<file path="src/sv/cfpr_pkg.sv">
`timescale 1ns / 1ps
`default_nettype none

package cfpr_pkg;

	localparam int MAX_PACKET_BYTES = 512;
	localparam int SEQUENCE_BITS    = 7;

	localparam int ID_W       = 29;
	localparam int LEN_W      = 4;
	localparam int FRAME_W    = 64;
	localparam int PAYLOAD_W  = 56;
	localparam int COUNT_W    = 3;
	localparam int PLEN_W     = 10;
	localparam int CFG_IDX_W  = 1;
	localparam int CFG_DATA_W = 29;
	localparam int MAX_LEN    = 8;
	localparam int LAST_BIT   = 7;

	localparam logic [CFG_IDX_W-1:0] REG_OWN_FRAME_ID        = 1'd0;
	localparam logic [CFG_IDX_W-1:0] REG_USE_EXTENDED_FORMAT = 1'd1;

	typedef enum logic [2:0] {
		ST_NOT_OURS = 3'd0,
		ST_EMPTY    = 3'd1,
		ST_NO_START = 3'd2,
		ST_ACCEPTED = 3'd3,
		ST_COMPLETE = 3'd4,
		ST_OVERSIZE = 3'd5
	} status_t;

	typedef struct packed {
		logic [ID_W-1:0]    frame_id;
		logic               frame_extended;
		logic               frame_remote;
		logic [LEN_W-1:0]   frame_length;
		logic [FRAME_W-1:0] frame_bytes;
	} frame_t;

	typedef struct packed {
		status_t              status;
		logic                 abort_previous;
		logic                 packet_start;
		logic                 packet_end;
		logic [COUNT_W-1:0]   deliver_count;
		logic [PAYLOAD_W-1:0] deliver_bytes;
		logic [PLEN_W-1:0]    packet_length;
	} result_t;

	// Byte mask that keeps the lowest count bytes of the payload
	function automatic logic [PAYLOAD_W-1:0] byte_mask(input logic [COUNT_W-1:0] count);
		logic [PAYLOAD_W-1:0] m;
		m = '0;
		for (int k = 0; k < PAYLOAD_W / 8; k++) begin
			if (k < int'(count)) begin
				m[k*8 +: 8] = 8'hFF;
			end
		end
		return m;
	endfunction

endpackage

`default_nettype wire

</file>
<file path="src/sv/cfpr_if.sv">
`timescale 1ns / 1ps
`default_nettype none

interface cfpr_frame_if;
	logic              valid;
	logic              ready;
	cfpr_pkg::frame_t  data;

	modport source (output valid, output data, input ready);
	modport sink   (input valid, input data, output ready);
endinterface

interface cfpr_result_if;
	logic              valid;
	logic              ready;
	cfpr_pkg::result_t data;

	modport source (output valid, output data, input ready);
	modport sink   (input valid, input data, output ready);
endinterface

`default_nettype wire

</file>
<file path="src/sv/can_frame_packet_reassembler_unit.sv">
// A frame is held in the input register, then its result in the result register; result valid
// rises as the result register loads, which a stalled result output can hold off.
// Throughput: one frame per cycle unless result_out stalls; the reassembly state updates as a
// frame leaves the input register, so back-to-back frames see each other's effect.
// Reset (arst_n low, asynchronous): idle, expected sequence and byte count zero,
// own_frame_id 0, use_extended_format 0, both pipeline stages empty.
`timescale 1ns / 1ps
`default_nettype none

module can_frame_packet_reassembler_unit (
	input  wire logic                                clk,
	input  wire logic                                arst_n,
	input  wire logic                                cfg_we,
	input  wire logic [cfpr_pkg::CFG_IDX_W-1:0]      cfg_index,
	input  wire logic [cfpr_pkg::CFG_DATA_W-1:0]     cfg_data,
	cfpr_frame_if.sink                               frame_in,
	cfpr_result_if.source                            result_out
);

	logic [cfpr_pkg::ID_W-1:0]          own_frame_id_q;
	logic                               use_extended_format_q;

	logic                               receiving_q;
	logic [cfpr_pkg::SEQUENCE_BITS-1:0] expected_sequence_q;
	logic [cfpr_pkg::PLEN_W-1:0]        byte_count_q;

	logic                               valid_s1;
	cfpr_pkg::frame_t                   frame_s1;
	logic                               valid_s2;
	cfpr_pkg::result_t                  result_s2;

	logic                               advance;

	// Frame decode
	logic [cfpr_pkg::LEN_W-1:0]         len_sat;
	logic                               match;
	logic [cfpr_pkg::SEQUENCE_BITS-1:0] seq;
	logic                               last;
	logic [cfpr_pkg::COUNT_W-1:0]       payload;
	logic                               seq_abort;
	logic                               recv_cont;
	logic                               start_new;
	logic [cfpr_pkg::PLEN_W:0]          sum;
	logic                               oversize;

	cfpr_pkg::result_t                  result_d;
	logic                               receiving_d;
	logic [cfpr_pkg::SEQUENCE_BITS-1:0] expected_sequence_d;
	logic [cfpr_pkg::PLEN_W-1:0]        byte_count_d;

	assign advance        = valid_s1 && (!valid_s2 || result_out.ready);
	assign frame_in.ready = !valid_s1 || advance;
	assign result_out.valid = valid_s2;
	assign result_out.data  = result_s2;

	always_ff @(posedge clk or negedge arst_n) begin
		if (!arst_n) begin
			own_frame_id_q        <= '0;
			use_extended_format_q <= 1'b0;
		end else if (cfg_we) begin
			case (cfg_index)
				cfpr_pkg::REG_OWN_FRAME_ID:        own_frame_id_q <= cfg_data;
				cfpr_pkg::REG_USE_EXTENDED_FORMAT: use_extended_format_q <= cfg_data[0];
				default: ;
			endcase
		end
	end

	always_comb begin
		len_sat = (frame_s1.frame_length > cfpr_pkg::LEN_W'(cfpr_pkg::MAX_LEN))
			? cfpr_pkg::LEN_W'(cfpr_pkg::MAX_LEN) : frame_s1.frame_length;
		match   = (frame_s1.frame_id == own_frame_id_q)
			&& (frame_s1.frame_extended == use_extended_format_q)
			&& !frame_s1.frame_remote;
		seq     = frame_s1.frame_bytes[cfpr_pkg::SEQUENCE_BITS-1:0];
		last    = frame_s1.frame_bytes[cfpr_pkg::LAST_BIT];
		payload = cfpr_pkg::COUNT_W'(len_sat - cfpr_pkg::LEN_W'(1));

		// a sequence gap drops the packet in progress, then the frame is judged as idle
		seq_abort = receiving_q && (seq != expected_sequence_q);
		recv_cont = receiving_q && !seq_abort;
		start_new = !recv_cont && (seq == '0);
		sum       = (recv_cont ? {1'b0, byte_count_q} : '0)
			+ (cfpr_pkg::PLEN_W + 1)'(payload);
		oversize  = sum > (cfpr_pkg::PLEN_W + 1)'(cfpr_pkg::MAX_PACKET_BYTES);

		result_d            = '0;
		receiving_d         = receiving_q;
		expected_sequence_d = expected_sequence_q;
		byte_count_d        = byte_count_q;

		if (!match) begin
			result_d.status = cfpr_pkg::ST_NOT_OURS;
		end else if (len_sat == '0) begin
			result_d.status = cfpr_pkg::ST_EMPTY;
		end else begin
			result_d.abort_previous = seq_abort;
			receiving_d         = 1'b0;
			expected_sequence_d = '0;
			byte_count_d        = '0;
			if (!recv_cont && !start_new) begin
				result_d.status = cfpr_pkg::ST_NO_START;
			end else if (oversize) begin
				result_d.status         = cfpr_pkg::ST_OVERSIZE;
				result_d.abort_previous = 1'b1;
			end else begin
				result_d.packet_start  = start_new;
				result_d.deliver_count = payload;
				result_d.deliver_bytes = frame_s1.frame_bytes[cfpr_pkg::FRAME_W-1:8]
					& cfpr_pkg::byte_mask(payload);
				result_d.packet_length = sum[cfpr_pkg::PLEN_W-1:0];
				if (last) begin
					result_d.status     = cfpr_pkg::ST_COMPLETE;
					result_d.packet_end = 1'b1;
				end else begin
					result_d.status     = cfpr_pkg::ST_ACCEPTED;
					receiving_d         = 1'b1;
					byte_count_d        = sum[cfpr_pkg::PLEN_W-1:0];
					expected_sequence_d = seq + cfpr_pkg::SEQUENCE_BITS'(1);
				end
			end
		end
	end

	always_ff @(posedge clk or negedge arst_n) begin
		if (!arst_n) begin
			valid_s1            <= 1'b0;
			valid_s2            <= 1'b0;
			receiving_q         <= 1'b0;
			expected_sequence_q <= '0;
			byte_count_q        <= '0;
		end else begin
			if (frame_in.ready) begin
				valid_s1 <= frame_in.valid;
			end
			if (advance) begin
				valid_s2            <= 1'b1;
				receiving_q         <= receiving_d;
				expected_sequence_q <= expected_sequence_d;
				byte_count_q        <= byte_count_d;
			end else if (result_out.ready) begin
				valid_s2 <= 1'b0;
			end
		end
	end

	// payload registers: load on transfer, hold otherwise
	always_ff @(posedge clk) begin
		if (frame_in.valid && frame_in.ready) begin
			frame_s1 <= frame_in.data;
		end
		if (advance) begin
			result_s2 <= result_d;
		end
	end

endmodule

`default_nettype wire

</file>
<file path="src/flat_wrapper.sv">
// flat-port wrapper written by rule: the top's interface ports become plain ports
module can_frame_packet_reassembler_unit_flat 
  (clk, arst_n, cfg_we, cfg_index, cfg_data, frame_in_valid, frame_in_data, frame_in_ready, result_out_valid, result_out_data, result_out_ready);
  cfpr_frame_if frame_in_i ();
  cfpr_result_if result_out_i ();
  input  wire logic clk;
  input  wire logic arst_n;
  input  wire logic cfg_we;
  input  wire logic [cfpr_pkg::CFG_IDX_W-1:0] cfg_index;
  input  wire logic [cfpr_pkg::CFG_DATA_W-1:0] cfg_data;
  input wire logic [$bits(frame_in_i.valid)-1:0] frame_in_valid;
  input wire logic [$bits(frame_in_i.data)-1:0] frame_in_data;
  output wire logic [$bits(frame_in_i.ready)-1:0] frame_in_ready;
  output wire logic [$bits(result_out_i.valid)-1:0] result_out_valid;
  output wire logic [$bits(result_out_i.data)-1:0] result_out_data;
  input wire logic [$bits(result_out_i.ready)-1:0] result_out_ready;
  assign frame_in_i.valid = frame_in_valid;
  assign frame_in_i.data = frame_in_data;
  assign frame_in_ready = frame_in_i.ready;
  assign result_out_valid = result_out_i.valid;
  assign result_out_data = result_out_i.data;
  assign result_out_i.ready = result_out_ready;
  can_frame_packet_reassembler_unit u_core (.clk(clk), .arst_n(arst_n), .cfg_we(cfg_we), .cfg_index(cfg_index), .cfg_data(cfg_data), .frame_in(frame_in_i), .result_out(result_out_i));
endmodule
</file>
<file path="config.mk">
export PLATFORM = sky130hd
export DESIGN_NAME = can_frame_packet_reassembler_unit_flat
export DESIGN_NICKNAME = d
export VERILOG_FILES = /design/src/sv/cfpr_pkg.sv /design/src/sv/cfpr_if.sv /design/src/sv/can_frame_packet_reassembler_unit.sv /design/src/flat_wrapper.sv
export SDC_FILE = /design/constraint.sdc
export NUM_CORES = 1
export LEC_CHECK = 0
export BUFFER_PORTS_ARGS = -buffer_cell sky130_fd_sc_hd__buf_2
export CORE_ASPECT_RATIO = 0.75
export CORE_MARGIN = 2
export CORE_UTILIZATION = 30
export CTS_CLUSTER_SIZE = 24
export DETAILED_ROUTE_END_ITERATION = 16
export GPL_ROUTABILITY_DRIVEN = 0
export GPL_TIMING_DRIVEN = 0
export SLEW_MARGIN = 20
export SYNTH_ARGS = -nofsm -noshare
export SYNTH_HDL_FRONTEND = slang
export SYNTH_SLANG_ARGS = --single-unit
</file>
<file path="constraint.sdc">
create_clock -name clk -period 6.3 [get_ports clk]
set_clock_uncertainty 0.1 [all_clocks]
set_input_delay 1.26 -clock clk [delete_from_list [all_inputs] [get_ports clk]]
set_output_delay 1.26 -clock clk [all_outputs]
set_load 0.02 [all_outputs]
</file>
=== Yosys cells after proc, flatten, opt, wreduce, memory -nomap -nowiden ===
Index checks and enable logic that the tools add are counted.

* Add/subtract/negate cells: 3
* Order comparisons: 9
* Equal/unequal tests: 3
* Multiplexer cells: 56
* Bitwise operators: 4
* Reduce and logical (&&, ||, !) cells: 25

{| class="wikitable"
|+ Operators by type and width
! operator !! count
|-
| 8-bit 2-to-1 mux || 35
|-
| 72-bit 2-to-1 mux || 1
|-
| 71-bit 2-to-1 mux || 1
|-
| 56-bit AND || 1
|-
| 10-bit 2-to-1 mux || 4
|-
| 29-bit equality test || 1
|-
| 7-bit 2-to-1 mux || 3
|-
| 11-bit by 3-bit adder with 11-bit output || 1
|-
| 11-bit by 10-bit > comparator with 1-bit output, second input constant || 1
|-
| 3-bit < comparator, first input constant || 3
|-
| 1-bit logical AND || 8
|-
| 1-bit 2-to-1 mux || 8
|-
| 7-bit by 1-bit adder with 7-bit output, second input constant || 1
|-
| 7-bit zero test || 1
|-
| 7-bit inequality test || 1
|-
| 1-bit zero test || 6
|-
| 1-bit by 3-bit < comparator with 1-bit output, first input constant || 2
|-
| 2-bit by 3-bit < comparator with 1-bit output, first input constant || 2
|-
| 3-bit 2-to-1 mux || 2
|-
| 4-bit > comparator, second input constant || 1
|-
| 4-bit zero test || 1
|-
| 4-bit 2-to-1 mux || 1
|-
| 2-bit AND reduction || 2
|-
| 4-bit OR reduction || 1
|-
| 9 further kinds || 12
|}

* Register bits: 224
* Output and inout bits: 77
* Word-level logic and storage cells: 121

=== Logic depth before layout (Yosys ltp) ===
* Depth after elaboration: 14
* Depth in mapped cells: 16
* Mapped depth without buffers: 13

=== Worst setup path before layout ===
Ideal clock, no wire load.

* Path kind: input -> register
* From: in result_out_ready
* To: reg u_core.frame_s1[0] (netlist bit), enable pin
* Setup time: 0.469 ns
* Arrival time: 3.853 ns
* Path slack: 1.879 ns
* Stages on the path: 2
* Path through: nand3b_1 -> and2_1

* Cells in the longest elaborated chain, start to end: 4

{| class="wikitable"
|+ RTL lines
! item !! line !! source
|-
| start, declared || flat_wrapper.sv:16 || <nowiki>input wire logic [$bits(result_out_i.ready)-1:0] result_out_ready;</nowiki>
|-
| 1-bit logical OR || can_frame_packet_reassembler_unit.sv:51 || <nowiki>assign advance = valid_s1 && (!valid_s2 || result_out.ready);</nowiki>
|-
| 1-bit logical AND || can_frame_packet_reassembler_unit.sv:51 ||
|-
| 1-bit logical OR || can_frame_packet_reassembler_unit.sv:52 || <nowiki>assign frame_in.ready = !valid_s1 || advance;</nowiki>
|-
| 1-bit logical AND || can_frame_packet_reassembler_unit.sv:149 || <nowiki>if (frame_in.valid && frame_in.ready) begin</nowiki>
|-
| end signal, assigned || can_frame_packet_reassembler_unit.sv:150 || <nowiki>frame_s1 <= frame_in.data;</nowiki>
|-
| end, declared || can_frame_packet_reassembler_unit.sv:28 || <nowiki>cfpr_pkg::frame_t frame_s1;</nowiki>
|}

No other way between the ends.
A chain may end at the register's enable or synchronous reset.

=== Final worst setup path ===
* From: reg u_core.frame_s1[67] (netlist bit)
* To: reg u_core.result_s2 (netlist bit u_core.result_out.data[63]) (data pin)

* Cells in the longest elaborated chain, start to end: 10
* Elaborated cells between the ends (all ways): 14

{| class="wikitable"
|+ RTL lines
! item !! line !! source
|-
| 4-bit > comparator (*) || can_frame_packet_reassembler_unit.sv:70 || <nowiki>len_sat = (frame_s1.frame_length > cfpr_pkg::LEN_W'(cfpr_pkg::MAX_LEN))</nowiki>
|-
| 4-bit 2-to-1 mux (*) || can_frame_packet_reassembler_unit.sv:71 || <nowiki>? cfpr_pkg::LEN_W'(cfpr_pkg::MAX_LEN) : frame_s1.frame_length;</nowiki>
|-
| 3-bit by 1-bit subtractor with 3-bit output (*) || can_frame_packet_reassembler_unit.sv:77 || <nowiki>payload = cfpr_pkg::COUNT_W'(len_sat - cfpr_pkg::LEN_W'(1));</nowiki>
|-
| net u_core.payload, one bit || can_frame_packet_reassembler_unit.sv:39 || <nowiki>logic [cfpr_pkg::COUNT_W-1:0] payload;</nowiki>
|-
| parallel branches: the longest is 7 deep, another holds 11-bit by 3-bit adder with 11-bit output || - ||
|-
| end signal, assigned || can_frame_packet_reassembler_unit.sv:153 || <nowiki>result_s2 <= result_d;</nowiki>
|-
| end, declared || can_frame_packet_reassembler_unit.sv:30 || <nowiki>cfpr_pkg::result_t result_s2;</nowiki>
|}

Mark *: on every way through the listed nets, which the timed path passes. The select of a mux whose other input is x is not followed.

==> metrics.md <==
| Metric | Value |
|---|---|
| Outcome | finished clean |
| Clk sinks | approximately 220 |
| Number of nets with antenna violations after routing | 0 |
| Area added between synthesis and finish | 26.4% |
| Net count, final | approximately 1000 |
| Worst min-delay path category | reg -> reg |
| Clk buf depth | 3 |
| Clock-pin slew reported for the worst setup and hold paths after clock tree synthesis | approximately 0.060 ns |
| Depth of the worst hold-timing path | 2 |
| Total Die Area | roughly 32000 um2 |
| Remaining global-route overflow | 0 |
| DRT Wirelength | ~22000 um |
| Half-perimeter wire length after detailed placement | 16000 um |
| Cell at the root of the clock tree | clkbuf_16 |
| Vias after detailed routing | 5879 |
| YS warnings | 0 |
| Die X-Extent | just over 200 um |
| Routed len/inst | 17.4 um |
| Slew HR | roughly 50% |
| Setup TNS after final layout | 0 ns |
| Setup fix buffers added after clock tree synthesis | 0 |
| Synthesized Nets | a little under 800 |
| Count of routing violations after the opening detailed-route iteration | between 300 and 400 |
| Most frequent standard cell in the layout excluding fill and tap cells | buf_2 |
| Number of buffers added on ports | 210 |
| FF+latch count, synth | roughly 220 |
| Post-DR vias/cell | roughly 4.6 |
| Total leakage power | around 0.0044 uW |
| Type of the worst setup path | reg -> reg |
| Primary FF master, synth | edfxtp_1 |
| Clock buffers created by TritonCTS | 25 |
| Fin crit period | approximately 5.4 ns |
| RSZ-0062 raised after global routing | no |
| Slowest CP cell | a211oi_1 |
| Portion of synthesized cell area occupied by the leading cell type | around 57% |
| Starting density of the core | a little under a third |
| Final hold slack | approximately 0.38 ns |
| Part of the Yosys area used for sequential elements | a little over two thirds |
| Post-Syn Area per Cell | approximately 15 um2 |
| First-pass GRT wire length | between 30000 and 40000 um |
| Latest clock arrival within the worst-skew pair | ~0.53 ns |
| Area leader, netlist | edfxtp_1 |
| Post-route clock period utilization | 85.6% |
| TritonCTS clock tree | built |
| Via count of the first global-routing pass | between 5000 and 6000 |
| First-pass DRT Iterations | 4 |
| Core Area | 30100 um2 |
| Type of origin of the critical path | flop |
| Required time of the critical path | between 6 and 7 ns |
| Power per Cell Area | roughly 300 nW/um2 |
| Worst ir drop on vdd | between 0.15 and 0.2 mV |
| Hold buffer count at cts | 0 |
| Cell area after synthesis | 9190 um2 |
| DRC violations left | 0 |
| Overall Global Routing Usage | around 14% |
| Fraction of synthesis flops using an asynchronous set or reset pin | 22.3% |
| Final number of setup-violating endpoints | 0 |
| Number of enable flip-flop cells after synthesis | ~170 |
| Number of instances in the synthesized netlist | between 600 and 700 |
| Register-to-Register Path Depth | 16 |
| Number of antenna violations at the first check in global routing | 1 |
| Die H | roughly 160 um |
| Number of maximum-capacitance violations | 0 |
| Max-slew violation count | 0 |
| Largest net degree at the start of global routing | 55 |
| # resized after CTS | 0 |
| Slew at the pin closest to its max-slew limit | 0.766 ns |
| Crit. End Element | flop |
| # H-tree levels | 1 |
| Standard-cell row count | 55 |
| Most frequent cells in the layout | buf_2 (216), edfxtp_1 (174), nand2_1 (65) |
| Cells traversed along the worst timing path | nor2b_1, clkinv_1, ha_1, xor2_1, inv_1, clkbuf_1, ha_1, a211oi_1, o21ai_0, a2111oi_2, o211a_1, a21o_2, a21oi_2, buf_6, buf_6, nor3_2 |
| Layout cells sized above 1 | approximately 37% |
| Io pins | approximately 210 |
| Hold violation count in the final report | 0 |
| Largest cells by area after synthesis | edfxtp_1 (57%), dfrtp_1 (14%), mux2_2 (3.7%) |
| Largest incremental delay on the critical path | roughly 0.57 ns |
| Highest fanout seen on the critical path | 10 |
| Antenna diode count | 0 |
| Endpoint arrival time on the critical path | 5.65 ns |
| Fmax achieved | approximately 190 MHz |
| Unique masters post-synth | 54 |
## path summary, 6_finish.rpt
check | startpoint | to | slack, ns
setup reg to reg | u_core.frame_s1[67]$_DFFE_PP_ | u_core.result_out.data[63]$_SDFFCE_PP0P_ | 0.91
setup / recovery | u_core.frame_s1[67]$_DFFE_PP_ | u_core.result_out.data[63]$_SDFFCE_PP0P_ | 0.91
hold reg to reg | u_core.byte_count_q[2]$_DFFE_PN0P_ | u_core.byte_count_q[2]$_DFFE_PN0P_ | 0.38
max in group asynchronous | arst_n | u_core.own_frame_id_q[18]$_DFFE_PN0P_ | 4.94
hold / removal | u_core.byte_count_q[2]$_DFFE_PN0P_ | u_core.byte_count_q[2]$_DFFE_PN0P_ | 0.38
min in group asynchronous | arst_n | u_core.own_frame_id_q[5]$_DFFE_PN0P_ | 0.69
## area by class of cell
cell class / count / area [um2]
Inverter: 10 / 40.0
Multi-Input combinational cell: 366 / 2530
Clock buffer: 36 / 707
Clock inverter: 8 / 88.8
Buffer: 28 / 151
Tap cell: 399 / 499
Timing Repair Buffer: 213 / 1130
Fill cell: 2912 / 18500
Sequential cell: 224 / 6480
## critical path: cells and delay by family, from the launching register on
family                   cells  cell delay, ns
AO/OA/AOI/OAI                6            1.71
XOR/XNOR                     1            0.43
adder cells (fa/ha/maj)      2            0.70
buffers and inverters        5            1.38
flip-flops                   1            0.42
AND/OR/NAND/NOR              2            0.49
## stage by stage
| stage | util [%] | setup slack [ns] | total power [uW] | cells | instance area (um2) |
|---|---|---|---|---|---|
| after global routing | 38.5 | 0.277 | 3670 | 1284 | 11600 |
| after CTS | 38.5 | 0.883 | 3570 | 1284 | 11600 |
| final | 38.5 | 0.906 | 3500 | 1284 | 11600 |
| after floorplan | - | 1.88 | 1970 | 628 | 9190 |
| after global placement | 35.6 | 0.270 | 2110 | 1237 | 10700 |
| after detailed placement | 35.9 | 0.899 | 2110 | 1240 | 10800 |
## cell usage after synthesis (2+ instances only)
cell / n
edfxtp_1: 174
nand2_1: 65
dfrtp_1: 50
nor3_1: 37
xnor2_1: 32
mux2_2: 30
nor3_2: 30
nand3_1: 26
o21ai_0: 21
xor2_1: 18
nand4_1: 16
nor2_1: 15
clkbuf_1: 14
inv_1: 8
buf_2: 7
and3_1: 6
ha_1: 6
nand2b_1: 6
a21oi_1: 5
a22o_1: 5
buf_6: 5
nor2b_1: 5
nor4_1: 5
and2_1: 3
nor3b_1: 3
o31ai_1: 3
a211oi_1: 2
buf_1: 2
clkinv_1: 2
nand3b_1: 2
o211a_1: 2
## routing by layer
| layer | up-vias | global-route usage, % | wire length, um |
|---|---|---|---|
| met5 | - | 0 | 13 |
| met4 | 2 | 3.71 | 489 |
| met3 | 33 | 3.34 | 1160 |
| met2 | 134 | 21.6 | 10200 |
| met1 | 2897 | 20.5 | 10500 |
| li1 | 2813 | - | - |
## flip-flops by register name (all words and copies together) (netlist names)
name,flops
u_core.valid_s1,1
u_core.receiving_q,1
u_core.result_out.data,75
u_core.own_frame_id_q,29
u_core.expected_sequence_q,7
u_core.result_out.valid,1
u_core.use_extended_format_q,1
u_core.frame_s1,99
u_core.byte_count_q,10
## where the power goes
part           switching (uW)  internal, uW  leakage, uW
sequential               44.3          1710      0.00232
combinational             194           129      0.00174
clock                     571           855     0.000388
## logic make-up (layout without fill, tap and decap cells)
kind of cell,count (synthesis),count (layout),synth area share [%]
flip-flops,224,224,70.5
multiplexers,30,30,3.68
AO/OA/AOI/OAI,50,50,3.66
buffers and inverters,38,295,2.06
XOR/XNOR,50,50,4.77
adder cells (fa/ha/maj),7,7,1.03
AND/OR/NAND/NOR,229,229,14.3
(Power assumes the default switching activity.)
